===== src/hdl/assert_macros.svh =====
// Assertion helpers for the RTL files.
`ifndef ASSERT_MACROS_SVH
`define ASSERT_MACROS_SVH

// Concurrent property check, disabled while reset is asserted.
`define ASSERT_PROP(name, clk, rst_n, prop, msg) \
	name: assert property (@(posedge clk) disable iff (!rst_n) (prop)) else $error(msg);

// Condition that must never be true.
`define ASSERT_NEVER(name, clk, rst_n, cond, msg) \
	`ASSERT_PROP(name, clk, rst_n, !(cond), msg)

`endif


===== src/hdl/lsmt_pkg.sv =====
package lsmt_pkg;

	// LCD mode codes as seen in the STAT register
	typedef enum logic [1:0] {
		MODE_HBLANK = 2'd0,
		MODE_VBLANK = 2'd1,
		MODE_OAM    = 2'd2,
		MODE_XFER   = 2'd3
	} mode_t;

	// Last dot of OAM search and of pixel transfer on a visible line
	localparam logic [8:0] OAM_END_DOT  = 9'd79;
	localparam logic [8:0] XFER_END_DOT = 9'd251;

	// Bit positions of the STAT interrupt enables
	localparam int EN_HBLANK = 0;
	localparam int EN_VBLANK = 1;
	localparam int EN_OAM    = 2;
	localparam int EN_COINC  = 3;

	// One input beat
	typedef struct packed {
		logic [3:0] stat_enables;
		logic [7:0] compare_line;
		logic       lcd_enable;
	} in_item_t;

	// One result beat
	typedef struct packed {
		logic       frame_restart;
		logic       pixel_transfer_start;
		logic       oam_search_start;
		logic       vblank_request;
		logic       stat_request;
		logic       coincidence;
		logic [1:0] mode;
		logic [7:0] line;
	} result_t;

	// Mode, flag and STAT line tracking through the steps of one tick
	typedef struct packed {
		mode_t mode;
		logic  coinc;
		logic  prev;
		logic  stat_p;
		logic  oam_p;
		logic  xfer_p;
	} stat_trk_t;

	// Combined STAT interrupt line
	function automatic logic stat_level(logic [3:0] en, mode_t mode, logic coinc);
		return (en[EN_HBLANK] && (mode == MODE_HBLANK)) ||
		       (en[EN_VBLANK] && (mode == MODE_VBLANK)) ||
		       (en[EN_OAM]    && (mode == MODE_OAM))    ||
		       (en[EN_COINC]  && coinc);
	endfunction

	// Mode change: re-evaluate the STAT line, flag entries into OAM / transfer
	function automatic stat_trk_t apply_mode(stat_trk_t s, mode_t m, logic [3:0] en);
		stat_trk_t r;
		logic      lvl;
		r = s;
		r.mode = m;
		lvl = stat_level(en, m, r.coinc);
		if (!r.prev && lvl) begin
			r.stat_p = 1'b1;
		end
		r.prev = lvl;
		if (m != s.mode) begin
			if (m == MODE_OAM) begin
				r.oam_p = 1'b1;
			end else if (m == MODE_XFER) begin
				r.xfer_p = 1'b1;
			end
		end
		return r;
	endfunction

	// Line write: a match sets the flag and re-evaluates STAT, a miss only clears it
	function automatic stat_trk_t apply_line(stat_trk_t s, logic match, logic [3:0] en);
		stat_trk_t r;
		logic      lvl;
		r = s;
		r.coinc = match;
		if (match) begin
			lvl = stat_level(en, r.mode, 1'b1);
			if (!r.prev && lvl) begin
				r.stat_p = 1'b1;
			end
			r.prev = lvl;
		end
		return r;
	endfunction

endpackage


===== src/hdl/lcd_scanline_mode_timer.sv =====
// LCD scanline and mode timer.
// Slave channel s_axis_*: one beat per dot tick, carrying the LCD enable bit,
// the line compare value and the four STAT interrupt enables.
// Master channel m_axis_*: one beat per accepted tick with the line number,
// mode, coincidence flag and the one-beat pulses (STAT request, V-blank
// request, OAM search start, pixel transfer start, frame restart).
// A beat is registered at the input; its result is computed in one
// combinational pass and loaded into the result register.
// Throughput: one beat per cycle without a stall; the dot counter, line and
// mode update in the same cycle that the result register loads.
// Reset: timing state returns to dot 0, line 0, H-blank, STAT line low;
// both channels come up empty.
// When the receiver stalls, the result register holds its beat and the
// input register takes one more beat; after that s_axis_tready drops
// until m_axis_tready returns. No beat is lost or duplicated.
module lcd_scanline_mode_timer #(
	parameter int DOTS_PER_LINE = 456,
	parameter int VISIBLE_LINES = 144,
	parameter int LAST_LINE     = 153
) (
	input  logic        clk,
	input  logic        arst_n,
	input  logic        s_axis_tvalid,
	output logic        s_axis_tready,
	// [0] lcd_enable, [8:1] compare_line, [12:9] stat_enables, [15:13] zero
	input  logic [15:0] s_axis_tdata,
	output logic        m_axis_tvalid,
	input  logic        m_axis_tready,
	// [7:0] line, [9:8] mode, [10] coincidence, [11] stat_request,
	// [12] vblank_request, [13] oam_search_start, [14] pixel_transfer_start,
	// [15] frame_restart
	output logic [15:0] m_axis_tdata
);

	lsmt_pkg::in_item_t in_item;
	lsmt_pkg::in_item_t item_s1;
	lsmt_pkg::result_t  res;
	lsmt_pkg::result_t  res_s2;
	logic               valid_s1;
	logic               valid_s2;
	logic               advance;

	// Unpack input beat
	assign in_item.lcd_enable   = s_axis_tdata[0];
	assign in_item.compare_line = s_axis_tdata[8:1];
	assign in_item.stat_enables = s_axis_tdata[12:9];

	// Move a beat into the result register when it is free or being drained
	assign advance = valid_s1 && (!valid_s2 || m_axis_tready);

	lsmt_in_stage u_in_stage (
		.clk      (clk),
		.arst_n   (arst_n),
		.in_valid (s_axis_tvalid),
		.in_ready (s_axis_tready),
		.in_item  (in_item),
		.take     (advance),
		.valid_s1 (valid_s1),
		.item_s1  (item_s1)
	);

	lsmt_core #(
		.DOTS_PER_LINE (DOTS_PER_LINE),
		.VISIBLE_LINES (VISIBLE_LINES),
		.LAST_LINE     (LAST_LINE)
	) u_core (
		.clk     (clk),
		.arst_n  (arst_n),
		.advance (advance),
		.item    (item_s1),
		.res     (res)
	);

	// Result register valid
	always_ff @(posedge clk or negedge arst_n) begin
		if (!arst_n) begin
			valid_s2 <= 1'b0;
		end else if (advance) begin
			valid_s2 <= 1'b1;
		end else if (m_axis_tready) begin
			valid_s2 <= 1'b0;
		end
	end

	// Result register payload
	always_ff @(posedge clk) begin
		if (advance) begin
			res_s2 <= res;
		end
	end

	assign m_axis_tvalid = valid_s2;
	assign m_axis_tdata  = res_s2;

endmodule


===== src/hdl/lsmt_in_stage.sv =====
module lsmt_in_stage (
	input  logic                clk,
	input  logic                arst_n,
	input  logic                in_valid,
	output logic                in_ready,
	input  lsmt_pkg::in_item_t  in_item,
	input  logic                take,
	output logic                valid_s1,
	output lsmt_pkg::in_item_t  item_s1
);

	// Free slot, or the held beat moves on this cycle
	assign in_ready = !valid_s1 || take;

	always_ff @(posedge clk or negedge arst_n) begin
		if (!arst_n) begin
			valid_s1 <= 1'b0;
		end else if (in_valid && in_ready) begin
			valid_s1 <= 1'b1;
		end else if (take) begin
			valid_s1 <= 1'b0;
		end
	end

	// Payload register
	always_ff @(posedge clk) begin
		if (in_valid && in_ready) begin
			item_s1 <= in_item;
		end
	end

endmodule


===== src/hdl/lsmt_core.sv =====
`include "assert_macros.svh"

module lsmt_core #(
	parameter int DOTS_PER_LINE = 456,
	parameter int VISIBLE_LINES = 144,
	parameter int LAST_LINE     = 153
) (
	input  logic                clk,
	input  logic                arst_n,
	input  logic                advance,
	input  lsmt_pkg::in_item_t  item,
	output lsmt_pkg::result_t   res
);

	localparam logic [8:0] DotsLine = 9'(DOTS_PER_LINE);
	localparam logic [7:0] VisLine  = 8'(VISIBLE_LINES);
	localparam logic [7:0] LastLine = 8'(LAST_LINE);

	logic              [8:0] dot_q;
	logic              [7:0] line_q;
	lsmt_pkg::mode_t         mode_q;
	logic                    prev_q;
	logic                    coinc_q;

	logic              [8:0] dot_inc;
	logic              [7:0] line_inc;
	logic              [8:0] dot_n;
	logic              [7:0] line_n;
	logic                    l1_en;
	lsmt_pkg::mode_t         m1;
	logic                    m2_en;
	logic                    l2_en;
	logic              [7:0] l2_line;
	logic                    vbl_p;
	logic                    rst_p;
	lsmt_pkg::stat_trk_t     trk0;
	lsmt_pkg::stat_trk_t     trk1;
	lsmt_pkg::stat_trk_t     trk2;
	lsmt_pkg::stat_trk_t     trk3;
	lsmt_pkg::stat_trk_t     trk4;

	assign dot_inc  = dot_q + 9'd1;
	assign line_inc = line_q + 8'd1;

	// Pick the steps of this tick: line write, mode set, second mode set, line write
	always_comb begin
		dot_n   = dot_q;
		line_n  = line_q;
		l1_en   = 1'b0;
		m1      = lsmt_pkg::MODE_HBLANK;
		m2_en   = 1'b0;
		l2_en   = 1'b0;
		l2_line = 8'd0;
		vbl_p   = 1'b0;
		rst_p   = 1'b0;
		if (!item.lcd_enable) begin
			dot_n  = 9'd0;
			line_n = 8'd0;
			l2_en  = 1'b1;
		end else if (line_q < VisLine) begin
			dot_n = dot_inc;
			if (dot_inc <= lsmt_pkg::OAM_END_DOT) begin
				m1 = lsmt_pkg::MODE_OAM;
			end else if (dot_inc <= lsmt_pkg::XFER_END_DOT) begin
				m1 = lsmt_pkg::MODE_XFER;
			end else if (dot_inc < DotsLine) begin
				m1 = lsmt_pkg::MODE_HBLANK;
			end else begin
				// end of a visible line
				dot_n  = dot_inc - DotsLine;
				line_n = line_inc;
				l1_en  = 1'b1;
				if (line_inc == VisLine) begin
					m1    = lsmt_pkg::MODE_VBLANK;
					vbl_p = 1'b1;
				end else begin
					m1 = lsmt_pkg::MODE_OAM;
				end
			end
		end else begin
			dot_n = dot_inc;
			m1    = lsmt_pkg::MODE_VBLANK;
			if (dot_inc >= DotsLine) begin
				dot_n = dot_inc - DotsLine;
				l2_en = 1'b1;
				if (line_q == LastLine) begin
					// frame wrap
					m2_en   = 1'b1;
					rst_p   = 1'b1;
					l2_line = 8'd0;
				end else begin
					l2_line = line_inc;
				end
				line_n = l2_line;
			end
		end
	end

	// Apply the steps in order to the STAT tracking
	always_comb begin
		trk0 = '{mode: mode_q, coinc: coinc_q, prev: prev_q,
		         stat_p: 1'b0, oam_p: 1'b0, xfer_p: 1'b0};
		trk1 = l1_en ? lsmt_pkg::apply_line(trk0, item.compare_line == line_inc,
		                                    item.stat_enables) : trk0;
		trk2 = lsmt_pkg::apply_mode(trk1, m1, item.stat_enables);
		trk3 = m2_en ? lsmt_pkg::apply_mode(trk2, lsmt_pkg::MODE_OAM, item.stat_enables)
		             : trk2;
		trk4 = l2_en ? lsmt_pkg::apply_line(trk3, item.compare_line == l2_line,
		                                    item.stat_enables) : trk3;
	end

	// Result of this tick
	always_comb begin
		res.line                 = line_n;
		res.mode                 = trk4.mode;
		res.coincidence          = trk4.coinc;
		res.stat_request         = trk4.stat_p;
		res.vblank_request       = vbl_p;
		res.oam_search_start     = trk4.oam_p;
		res.pixel_transfer_start = trk4.xfer_p;
		res.frame_restart        = rst_p;
	end

	// Timing state, updated as a beat moves to the result register
	always_ff @(posedge clk or negedge arst_n) begin
		if (!arst_n) begin
			dot_q   <= 9'd0;
			line_q  <= 8'd0;
			mode_q  <= lsmt_pkg::MODE_HBLANK;
			prev_q  <= 1'b0;
			coinc_q <= 1'b0;
		end else if (advance) begin
			dot_q   <= dot_n;
			line_q  <= line_n;
			mode_q  <= trk4.mode;
			prev_q  <= trk4.prev;
			coinc_q <= trk4.coinc;
		end
	end

	`ASSERT_PROP(a_dot_in_line, clk, arst_n, dot_q < DotsLine, "dot counter past line length")
	`ASSERT_PROP(a_off_clears, clk, arst_n, advance && !item.lcd_enable |=> (dot_q == 9'd0 && line_q == 8'd0 && mode_q == lsmt_pkg::MODE_HBLANK), "LCD off did not clear timing")
	`ASSERT_PROP(a_hold_on_stall, clk, arst_n, !advance |=> ($stable(dot_q) && $stable(line_q) && $stable(mode_q) && $stable(prev_q)), "timing state moved without a beat")
	`ASSERT_NEVER(a_restart_mode, clk, arst_n, advance && rst_p && (line_n != 8'd0 || trk4.mode != lsmt_pkg::MODE_OAM), "frame wrap not at line 0 in OAM search")

endmodule

===== config.mk =====
export PLATFORM = sky130hd
export DESIGN_NAME = lcd_scanline_mode_timer
export DESIGN_NICKNAME = d
export VERILOG_FILES = /design/src/hdl/lsmt_pkg.sv /design/src/hdl/lcd_scanline_mode_timer.sv /design/src/hdl/lsmt_in_stage.sv /design/src/hdl/lsmt_core.sv
export VERILOG_INCLUDE_DIRS = /design/src /design/src/hdl
export SDC_FILE = /design/constraint.sdc
export NUM_CORES = 1
export LEC_CHECK = 0
export BUFFER_PORTS_ARGS = -buffer_cell sky130_fd_sc_hd__buf_2
export CORE_UTILIZATION = 39
export CTS_BUF_LIST = sky130_fd_sc_hd__clkbuf_4 sky130_fd_sc_hd__clkbuf_8
export CTS_CLUSTER_DIAMETER = 120
export DETAILED_ROUTE_END_ITERATION = 7
export GPL_ROUTABILITY_DRIVEN = 1
export PLACE_DENSITY = 0.66
export SYNTH_ARGS = -nofsm -noshare
export SYNTH_HDL_FRONTEND = slang
export SYNTH_HIERARCHICAL = 1
export SYNTH_SLANG_ARGS = --single-unit

===== constraint.sdc =====
create_clock -name clk -period 3.9 [get_ports clk]
set_clock_uncertainty 0.15 [all_clocks]
set_input_delay 1.17 -clock clk [delete_from_list [all_inputs] [get_ports clk]]
set_output_delay 1.17 -clock clk [all_outputs]
set_load 0.01 [all_outputs]

After elaboration in Yosys (flattened, before gate mapping)
Index checks and enable logic that the tools add are counted.
{"block": "totals", "output_inout_bits": 18, "mem_bits_ro": 0, "elab_cells": 134, "memories": 0, "mem_bits_rw": 0, "input_bits": 20, "register_bits": 52, "latch_bits": 0}
{"block": "op_classes", "n_reduce_logical": 40, "n_mux": 53, "n_mul": 0, "n_shift": 0, "n_div": 0, "n_lt_le_gt_ge": 5, "add_sub_neg": 3, "eq_ne": 13, "bitwise": 2}
{"op": "8-bit two-way mux", "n": 10}
{"op": "9-bit two-way mux", "n": 6}
{"op": "1-bit two-way mux", "n": 25}
{"op": "2-bit two-way mux", "n": 9}
{"op": "8-bit == test", "n": 2}
{"op": "8-bit == test, second input constant", "n": 2}
{"op": "1-bit logical AND", "n": 16}
{"op": "1-bit logical OR", "n": 12}
{"op": "5-bit two-way mux", "n": 2}
{"op": "9-bit by 1-bit adder with 9-bit output, second input constant", "n": 1}
{"op": "9-bit >= comparator, second input constant", "n": 1}
{"op": "9-bit by 7-bit <= comparator with 1-bit output, second input constant", "n": 1}
{"op": "9-bit by 8-bit <= comparator with 1-bit output, second input constant", "n": 1}
{"op": "9-bit less-than comparator, second input constant", "n": 1}
{"op": "9-bit subtractor, second input constant", "n": 1}
{"op": "8-bit by 1-bit adder with 8-bit output, second input constant", "n": 1}
{"op": "2-bit == test, second input constant", "n": 4}
{"op": "8-bit less-than comparator, second input constant", "n": 1}
{"op": "7-bit two-way mux", "n": 1}
{"op": "2-bit by 1-bit == test with 1-bit output, second input constant", "n": 3}
{"op": "1-bit logical NOT", "n": 6}
{"op": "2-bit logical NOT", "n": 3}
{"op": "5-bit OR reduction", "n": 1}
{"op": "2-bit nonzero test", "n": 2}
{"op": "3 further kinds", "n": 4}

Logic depth before layout (Yosys ltp)
Gate-level depths: netlist (run 1).
{"block": "logic_depth", "word_depth": 26, "ltp_mapped": 15, "mapped_depth_nobuf": 13}

Hierarchy
The synthesis (run 1) kept the hierarchy.
{"module": "lsmt_core", "seq_area_each_um2": 525.5, "area_each_um2": 2551.2, "n_inst": 1, "cells_each": 337}
{"module": "lcd_scanline_mode_timer", "seq_area_each_um2": 505.5, "area_each_um2": 524.3, "n_inst": 1, "cells_each": 20}
{"module": "lsmt_in_stage", "seq_area_each_um2": 415.4, "area_each_um2": 444.2, "n_inst": 1, "cells_each": 17}

Least setup slack after synthesis (run 1)
Ideal clock, no wire load.
{"block": "synth_timing", "path_type": "input to output", "from": "input port m_axis_tready", "to": "output port s_axis_tready", "t_arrival_ns": 2.012, "slack_ns": 0.568, "n_path_buf": 0, "required_ns": 2.580, "path_stages": 3, "cell_sequence": "nand2b_1 > and2_1 > nand2b_4"}
{"block": "synth_between", "elab_chain_len": 3}
{"element": "start, declared", "line": "lcd_scanline_mode_timer.sv:28", "rtl": "input logic m_axis_tready,"}
{"element": "1-bit logical OR", "line": "lcd_scanline_mode_timer.sv:49", "rtl": "assign advance = valid_s1 && (!valid_s2 || m_axis_tready);"}
{"element": "1-bit logical AND", "line": "lcd_scanline_mode_timer.sv:49"}
{"element": "named net advance", "line": "lcd_scanline_mode_timer.sv:41", "rtl": "logic advance;"}
{"element": "1-bit logical OR", "line": "lsmt_in_stage.sv:13", "rtl": "assign in_ready = !valid_s1 || take;"}
{"element": "end, declared", "line": "lcd_scanline_mode_timer.sv:24", "rtl": "output logic s_axis_tready,"}
The timed path passes the listed nets, and every way through them passes these cells.

==> results of run 1 <==
==> cell usage in the layout (no fill, tap or decap), types with 9 or more instances in the layout <==
cell,synthesis,final
nor2_1,29,28
o21ai_0,22,22
a21oi_1,20,20
xnor2_1,16,16
buf_2,6,34
nand2_1,30,30
inv_1,16,16
ha_1,9,9
edfxtp_1,29,29
nand3_1,13,13
mux2_2,11,11
dfrtp_1,23,23
==> power groups by stage <==
stage / registers [uW] / clock network (uW) / logic (uW)
CTS: 663 / 394 / 186
detailed placement: 675 / 0 / 184
global route: 671 / 410 / 208
finish: 664 / 379 / 185
floorplan: 668 / 0 / 137
global placement: 673 / 0 / 181
==> cell type report <==
class	count	area (um2)
multi-input combinational	276	1850
tap	108	135
inverter	17	63.8
fill	843	4900
clock buffer	5	68.8
timing repair buffer	39	208
clock inverter	3	46.3
sequential	52	1450
==> metal layers <==
metal	vias up	routed length (um)	global-route usage, %	share of wire, %
met5	-	0	0	0
met4	0	168	5.97	2.2
met3	16	419	3.03	5.5
met2	93	3530	27.4	46
met1	1379	3510	22.5	46
li1	1412	-	-	-
==> what timing repair did <==
action,in CTS,in global routing
resized for setup,0,1
hold endpoints to repair,0,0
endpoints found under the setup margin,0,1
==> worst max-delay path, stage by stage, from the launching register on <==
cell,delay (ns)
dfrtp_1,0.56
ha_1,0.33
xor2_1,0.37
xnor2_1,0.17
o311ai_0,0.15
a221o_1,0.30
nor4b_1,0.58
mux2_2,0.32
a21oi_1,0.09
mux2i_1,0.18
nand3_1,0.11
==> kinds of logic after synthesis <==
family,share of synthesized area [%]
XOR/XNOR,4.73
adder cells (fa/ha/maj),3.20
multiplexers,4.37
AND/OR/NAND/NOR,20.6
flip-flops,41.1
AO/OA/AOI/OAI,19.7
buffers and inverters,6.33
==> flip-flops by register name (all words and copies together) (netlist names) <==
signal / flops
u_core/prev_q: 1
u_in_stage/valid_s1: 1
m_axis_tdata: 16
u_core/coinc_q: 1
u_core/line_q: 8
u_core/dot_q: 9
u_core/mode_q: 2
u_in_stage/item_s1: 13
m_axis_tvalid: 1
==> per-stage QoR <==
stage / power [uW] / cells / hold WS, ns / instance area [um2] / setup slack (ns)
final: 1230 / 500 / 0.357 / 3820 / 0.316
after CTS: 1240 / 500 / 0.367 / 3820 / 0.374
after detailed placement: 859 / 492 / 0.344 / 3700 / 0.441
after global routing: 1290 / 500 / 0.404 / 3820 / 0.0386
after floorplan: 805 / 374 / 0.327 / 3520 / 0.568
after global placement: 854 / 492 / 0.331 / 3700 / 0.468
==> worst paths after layout <==
path / start / to / slack [ns] / cells past startpoint
worst max-delay path: u_core/line_q[0]$_DFFE_PN0P_ / m_axis_tdata[11]$_DFFE_PP_ / 0.32 / 10
worst min-delay path: m_axis_tvalid$_DFFE_PN0P_ / m_axis_tvalid$_DFFE_PN0P_ / 0.36 / 2
worst max register to register: u_core/line_q[0]$_DFFE_PN0P_ / m_axis_tdata[11]$_DFFE_PP_ / 0.32 / 10
worst min register to register: m_axis_tvalid$_DFFE_PN0P_ / m_axis_tvalid$_DFFE_PN0P_ / 0.36 / 2
max in group asynchronous: arst_n / u_core/mode_q[0]$_DFFE_PN0P_ / 2.52 / 1
min in group asynchronous: arst_n / u_core/line_q[4]$_DFFE_PN0P_ / 0.69 / 1
==> qor_table.md, run 1 <==
| Metric | Reported | Unit |
| --- | --- | --- |
| Post-detailed-placement half-perimeter wirelength | 5530 | um |
| DRT iter0 DRCs | 233 | - |
| Residual overflow from global routing | 0 | - |
| Net Sw Frac | 26.9 | % |
| Antenna violations before repair | 0 | - |
| # port buffers | 34 | - |
| Peak supply drop | 169 | uV |
| Critical path launch point type | register | - |
| Top-level I/O count | 38 | - |
| Number of buffers inserted during clock tree synthesis | 5 | - |
| WP data arrival | 3.49 | ns |
| Vias per Instance | 5.80 | - |
| Static leakage | 0.00150 | uW |
| Part of the total power dissipated in combinational logic | 15.1 | % |
| Max_slew headroom | 57.8 | % |
| Core area | 8720 | um2 |
| Tmin final | 3.58 | ns |
| Number of hold-repair buffers added at the cts stage | 0 | - |
| Most frequent cell after synthesis | nand2_1 | - |
| Count of flip-flops with a built-in enable after synthesis | 29 | - |
| Final worst path period share | 91.9 | % |
| Total standard cell area after synthesis | 3520 | um2 |
| Placer's final routability congestion estimate | 0.881 | - |
| Maximum fanout count along the critical path | 10 | - |
| Count of final max-slew check failures | 0 | - |
| Total GRT Usage | 16.8 | % |
| Hold Vio Cnt, Final | 0 | - |
| CTS tree | done | - |
| Utilization after layout | 43.8 | % |
| Length of the first detailed-routing pass in iterations | 5 | - |
| CP endpoint kind | register | - |
| Area growth syn-to-layout | 8.57 | % |
| Area of the die | 9410 | um2 |
| Number of nets with antenna violations after routing | 0 | - |
| Max clock buf depth | 2 | - |
| Max-Cap Viols | 0 | - |
| Clock root cell | clkbuf_8 | - |
| # setup viols final | 0 | - |
| Type of the worst setup path | register to register | - |
| Nets | 420 | - |
| Result of the run | finished clean | - |
| Part of the power in registers | 54.1 | % |
| Count of H-tree levels built during CTS | 2 | - |
| Count of standard-cell rows | 34 | - |
| Pin count of the biggest net entering global routing | 44 | - |
| Reported net switching power | 330 | uW |
| Biggest area consumer among synthesized cells | edfxtp_1 | - |
| Pwr per Cell Area | 321 | nW/um2 |
| Register bit total from synthesis | 52 | - |
| Buffer count from post-CTS setup fixing | 0 | - |
| Top area cells in the synthesized netlist | edfxtp_1 (25%), dfrtp_1 (16%), xnor2_1 (4.0%), mux2_2 (3.5%), ha_1 (3.2%) | - |
| DIE WIDTH | 97 | um |
| Synth Warn # | 6 | - |
| Power Internal | 897 | uW |
| Initial core utilization | 40.4 | % |
| Sequential area share after synthesis | 41.1 | % |
| Fmax | 279 | MHz |
| Setup TNS | 0 | ns |
| Clock-pin slew of the registers on the worst-case setup and hold paths | 0.10 | ns |
| Later-pin clock latency in the skew report | 0.31 | ns |
| Top-area cell type share of the netlist area | 24.7 | % |
| Cell variety after synth | 71 | - |
| RSZ-0062 raised after global routing | no | - |
| Synthesized area divided by synthesized cell count | 9.41 | um2 |
| Most frequent cells after synthesis | nand2_1 (30), edfxtp_1 (29), nor2_1 (29) | - |
| Class of the tightest hold or removal check | register to register | - |
| Clock sinks | 52 | - |
| Post-Syn Nets | 403 | - |
| Residual DRC count | 0 | - |
| Diode insertion count for antenna repair | 0 | - |
| Total wire length after detailed routing | 7630 | um |
| Total via count after detailed routing | 2900 | - |
| Fraction of power consumed by the clock network | 30.9 | % |
| Die boundary height | 97 | um |
| Worst Max-Slew Pin Slew | 0.624 | ns |
| Required @ worst endpoint | 3.81 | ns |
| Share of layout cells above drive strength 1 | 17.6 | % |
| Syn Inst Count | 374 | - |
| Async set-reset flop share out of synthesis | 44.2 | % |
| Avg WL per Cell | 15.3 | um |
| Number of global-route vias before repair | 2806 | - |
| Wire length of the first global-routing pass | 13200 | um |
| Most instantiated flip-flop cell in the synthesis netlist | edfxtp_1 | - |
No activity file was read; power rests on OpenSTA's default activity.
==> inputs of run 2 (changes only) <==
--- a/config.mk
+++ b/config.mk
@@ -12,7 +12,7 @@
 export CTS_CLUSTER_DIAMETER = 120
 export DETAILED_ROUTE_END_ITERATION = 7
 export GPL_ROUTABILITY_DRIVEN = 1
-export PLACE_DENSITY = 0.66
+export PLACE_DENSITY = 0.56
 export SYNTH_ARGS = -nofsm -noshare
 export SYNTH_HDL_FRONTEND = slang
 export SYNTH_HIERARCHICAL = 1
==> qor_table.md, run 2 (synthesized netlist as in run 1, its figures left out) <==
| Metric | Reported | Unit | Change |
| --- | --- | --- | --- |
| GRT busiest layer | met2 | - |  |
| Minimum setup slack among reg-to-reg paths | 0.28 | ns | -0.03 ns |
| Filler Cell Count | 844 | - | +0.12% |
| Fmax | 277 | MHz | -0.86% |
| Residual overflow from global routing | 0 | - | unchanged |
| Static leakage | 0.00151 | uW | +0.73% |
| Die boundary height | 97 | um | unchanged |
| Type of the worst setup path | register to register | - |  |
| Area of the die | 9410 | um2 | unchanged |
| Critical path launch point type | register | - |  |
| Share of layout cells above drive strength 1 | 18.2 | % | +0.63 points |
| Later-pin clock latency in the skew report | 0.31 | ns | about the same |
| Buffer count from post-CTS setup fixing | 0 | - | unchanged |
| CTS tree | done | - |  |
| Vias per Instance | 5.63 | - | -2.9% |
| DIE WIDTH | 97 | um | unchanged |
| Antenna violations before repair | 0 | - | unchanged |
| Start point of the worst hold path | u_core/coinc_q$_DFFE_PN0P_ | - |  |
| Residual DRC count | 0 | - | unchanged |
| Final worst path period share | 92.7 | % | +0.80 points |
| Avg WL per Cell | 15.5 | um | +1.6% |
| Max_slew headroom | 50.3 | % | -7.5 points |
| WP data arrival | 3.64 | ns | +0.15 ns |
| Top-level I/O count | 38 | - | unchanged |
| Number of placed cells counting well taps | 495 | - | +0.61% |
| Post-detailed-placement half-perimeter wirelength | 5600 | um | +1.3% |
| Wire length of the first global-routing pass | 13000 | um | -0.94% |
| Source of the critical timing path | u_core/line_q[0]$_DFFE_PN0P_ | - |  |
| Count of final max-slew check failures | 0 | - | unchanged |
| Number of buffers inserted during clock tree synthesis | 5 | - | unchanged |
| Count of standard-cell rows | 34 | - | unchanged |
| Total via count after detailed routing | 2834 | - | -2.3% |
| Initial core utilization | 40.4 | % | unchanged |
| Max reg flops | 16 | - | unchanged |
| Length of the first detailed-routing pass in iterations | 4 | - | -1 |
| Final cell count without fillers | 503 | - | +0.60% |
| Total wire length after detailed routing | 7800 | um | +2.2% |
| # setup viols final | 0 | - | unchanged |
| Pwr per Cell Area | 308 | nW/um2 | -4.2% |
| Tot Pwr | 1170 | uW | -4.3% |
| Maximum fanout count along the critical path | 10 | - | unchanged |
| Clock-pin slew of the registers on the worst-case setup and hold paths | 0.10 | ns | about the same |
| Pin count of the biggest net entering global routing | 44 | - | unchanged |
| Max clock buf depth | 2 | - | unchanged |
| Required @ worst endpoint | 3.93 | ns | +0.12 ns |
| Number of nets with antenna violations after routing | 0 | - | unchanged |
| Clock sinks | 52 | - | unchanged |
| Number of hold-repair buffers added at the cts stage | 0 | - | unchanged |
| Worst flop-to-flop path endpoint | m_axis_tdata[11]$_DFFE_PP_ | - |  |
| Total GRT Usage | 17.0 | % | +0.19 points |
| Peak supply drop | 152 | uV | -10% |
| Area growth syn-to-layout | 8.50 | % | about the same |
| Global routing usage on met1 | 22.5 | % | about the same |
| RR Startpoint | u_core/line_q[0]$_DFFE_PN0P_ | - |  |
| Number of global-route vias before repair | 2627 | - | -6.4% |
| Commonest non-fill, non-tap cells in the layout | buf_2 (34), nand2_1 (30), edfxtp_1 (29), nor2_1 (29), dfrtp_1 (23) | - |  |
| Commonest non-fill, non-tap cell in the layout | buf_2 | - |  |
| Tmin final | 3.62 | ns | +0.0310 ns |
| Clock root cell | clkbuf_8 | - |  |
| Post-cts gate resize count | 0 | - | unchanged |
| Placer's final routability congestion estimate | 0.840 | - | -4.7% |
| Setup TNS | 0 | ns | unchanged |
| Nets | 423 | - | +0.71% |
| RSZ-0062 raised after global routing | no | - |  |
| Routing usage on met3 | 2.96 | % | -0.072 points |
| Core area | 8720 | um2 | unchanged |
| CP endpoint kind | register | - |  |
| Class of the tightest hold or removal check | register to register | - |  |
| Met2 Usage GRT | 28.0 | % | +0.60 points |
| Hold Path Sink | u_core/coinc_q$_DFFE_PN0P_ | - |  |
| # port buffers | 34 | - | unchanged |
| Worst reg-to-reg path cell count | 10 | - | unchanged |
| Worst Max-Slew Pin Slew | 0.735 | ns | +0.111 ns |
| Max-Cap Viols | 0 | - | unchanged |
| Number of cells traversed by the worst hold path | 1 | - | -1 |
| Result of the run | finished clean | - |  |
| DRT iter0 DRCs | 135 | - | -42% |
| Diode insertion count for antenna repair | 0 | - | unchanged |
| Count of H-tree levels built during CTS | 2 | - | unchanged |
| Hold Vio Cnt, Final | 0 | - | unchanged |
-- run 2: changes by cell type in the layout (fill, tap and decap cells not counted), sizes merged --
| cell | previous run | this run |
|---|---|---|
| bufinv | 1 | 0 |
| clkbuf | 5 | 6 |
| clkinv | 1 | 2 |
| clkinvlp | 1 | 0 |
| buf | 39 | 42 |
-- run 2: power breakdown --
group / total [uW] / leakage (uW) / switching, uW / internal, uW
Sequential: 652 / 0.000591 / 28.3 / 624
Combinational: 201 / 0.000869 / 117 / 84.7
Clock: 321 / 0.0000491 / 185 / 136
-- run 2: stage by stage --
stage,hold WS (ns),instance area (um2),util (%),setup slack [ns]
floorplan,0.327,3520,-,0.568
global placement,0.344,3730,42.7,0.467
global route,0.386,3820,43.8,0.0163
finish,0.365,3820,43.8,0.285
detailed placement,0.342,3730,42.7,0.381
CTS,0.367,3820,43.8,0.326
-- run 2: worst max-delay path by stage --
| stage | to | slack [ns] | cells after the start |
|---|---|---|---|
| global placement | m_axis_tdata[11]$_DFFE_PP_ | 0.47 | 10 |
| finish | m_axis_tdata[11]$_DFFE_PP_ | 0.28 | 10 |
| global route | m_axis_tdata[11]$_DFFE_PP_ | 0.02 | 11 |
| CTS | m_axis_tdata[11]$_DFFE_PP_ | 0.33 | 10 |
| detailed placement | m_axis_tdata[11]$_DFFE_PP_ | 0.38 | 10 |
| floorplan | s_axis_tready | 0.57 | 3 |
-- run 2: critical path, stage by stage, from the launching register on --
cell	delay [ns]
dfrtp_1	0.57
ha_1	0.35
xor2_1	0.36
xnor2_1	0.17
o311ai_0	0.13
a221o_1	0.28
nor4b_1	0.66
mux2_2	0.35
a32oi_1	0.06
or2_2	0.30
nand3_1	0.09
-- run 2: per-layer routing --
metal	vias up	part of all wire (%)
met3	14	3.6
li1	1419	-
met1	1339	48
met5	-	0
met2	62	46
met4	0	2.3
-- run 2: area by class of cell --
cell class,count,area [um2],share of cell area (%)
Clock inverter,2,15.0,0.393
Tap cell,108,135,3.54
Multi-Input combinational cell,276,1850,48.5
Sequential cell,52,1450,37.9
Timing Repair Buffer,42,230,6.03
Inverter,17,63.8,1.67
Clock buffer,6,76.3,2.00
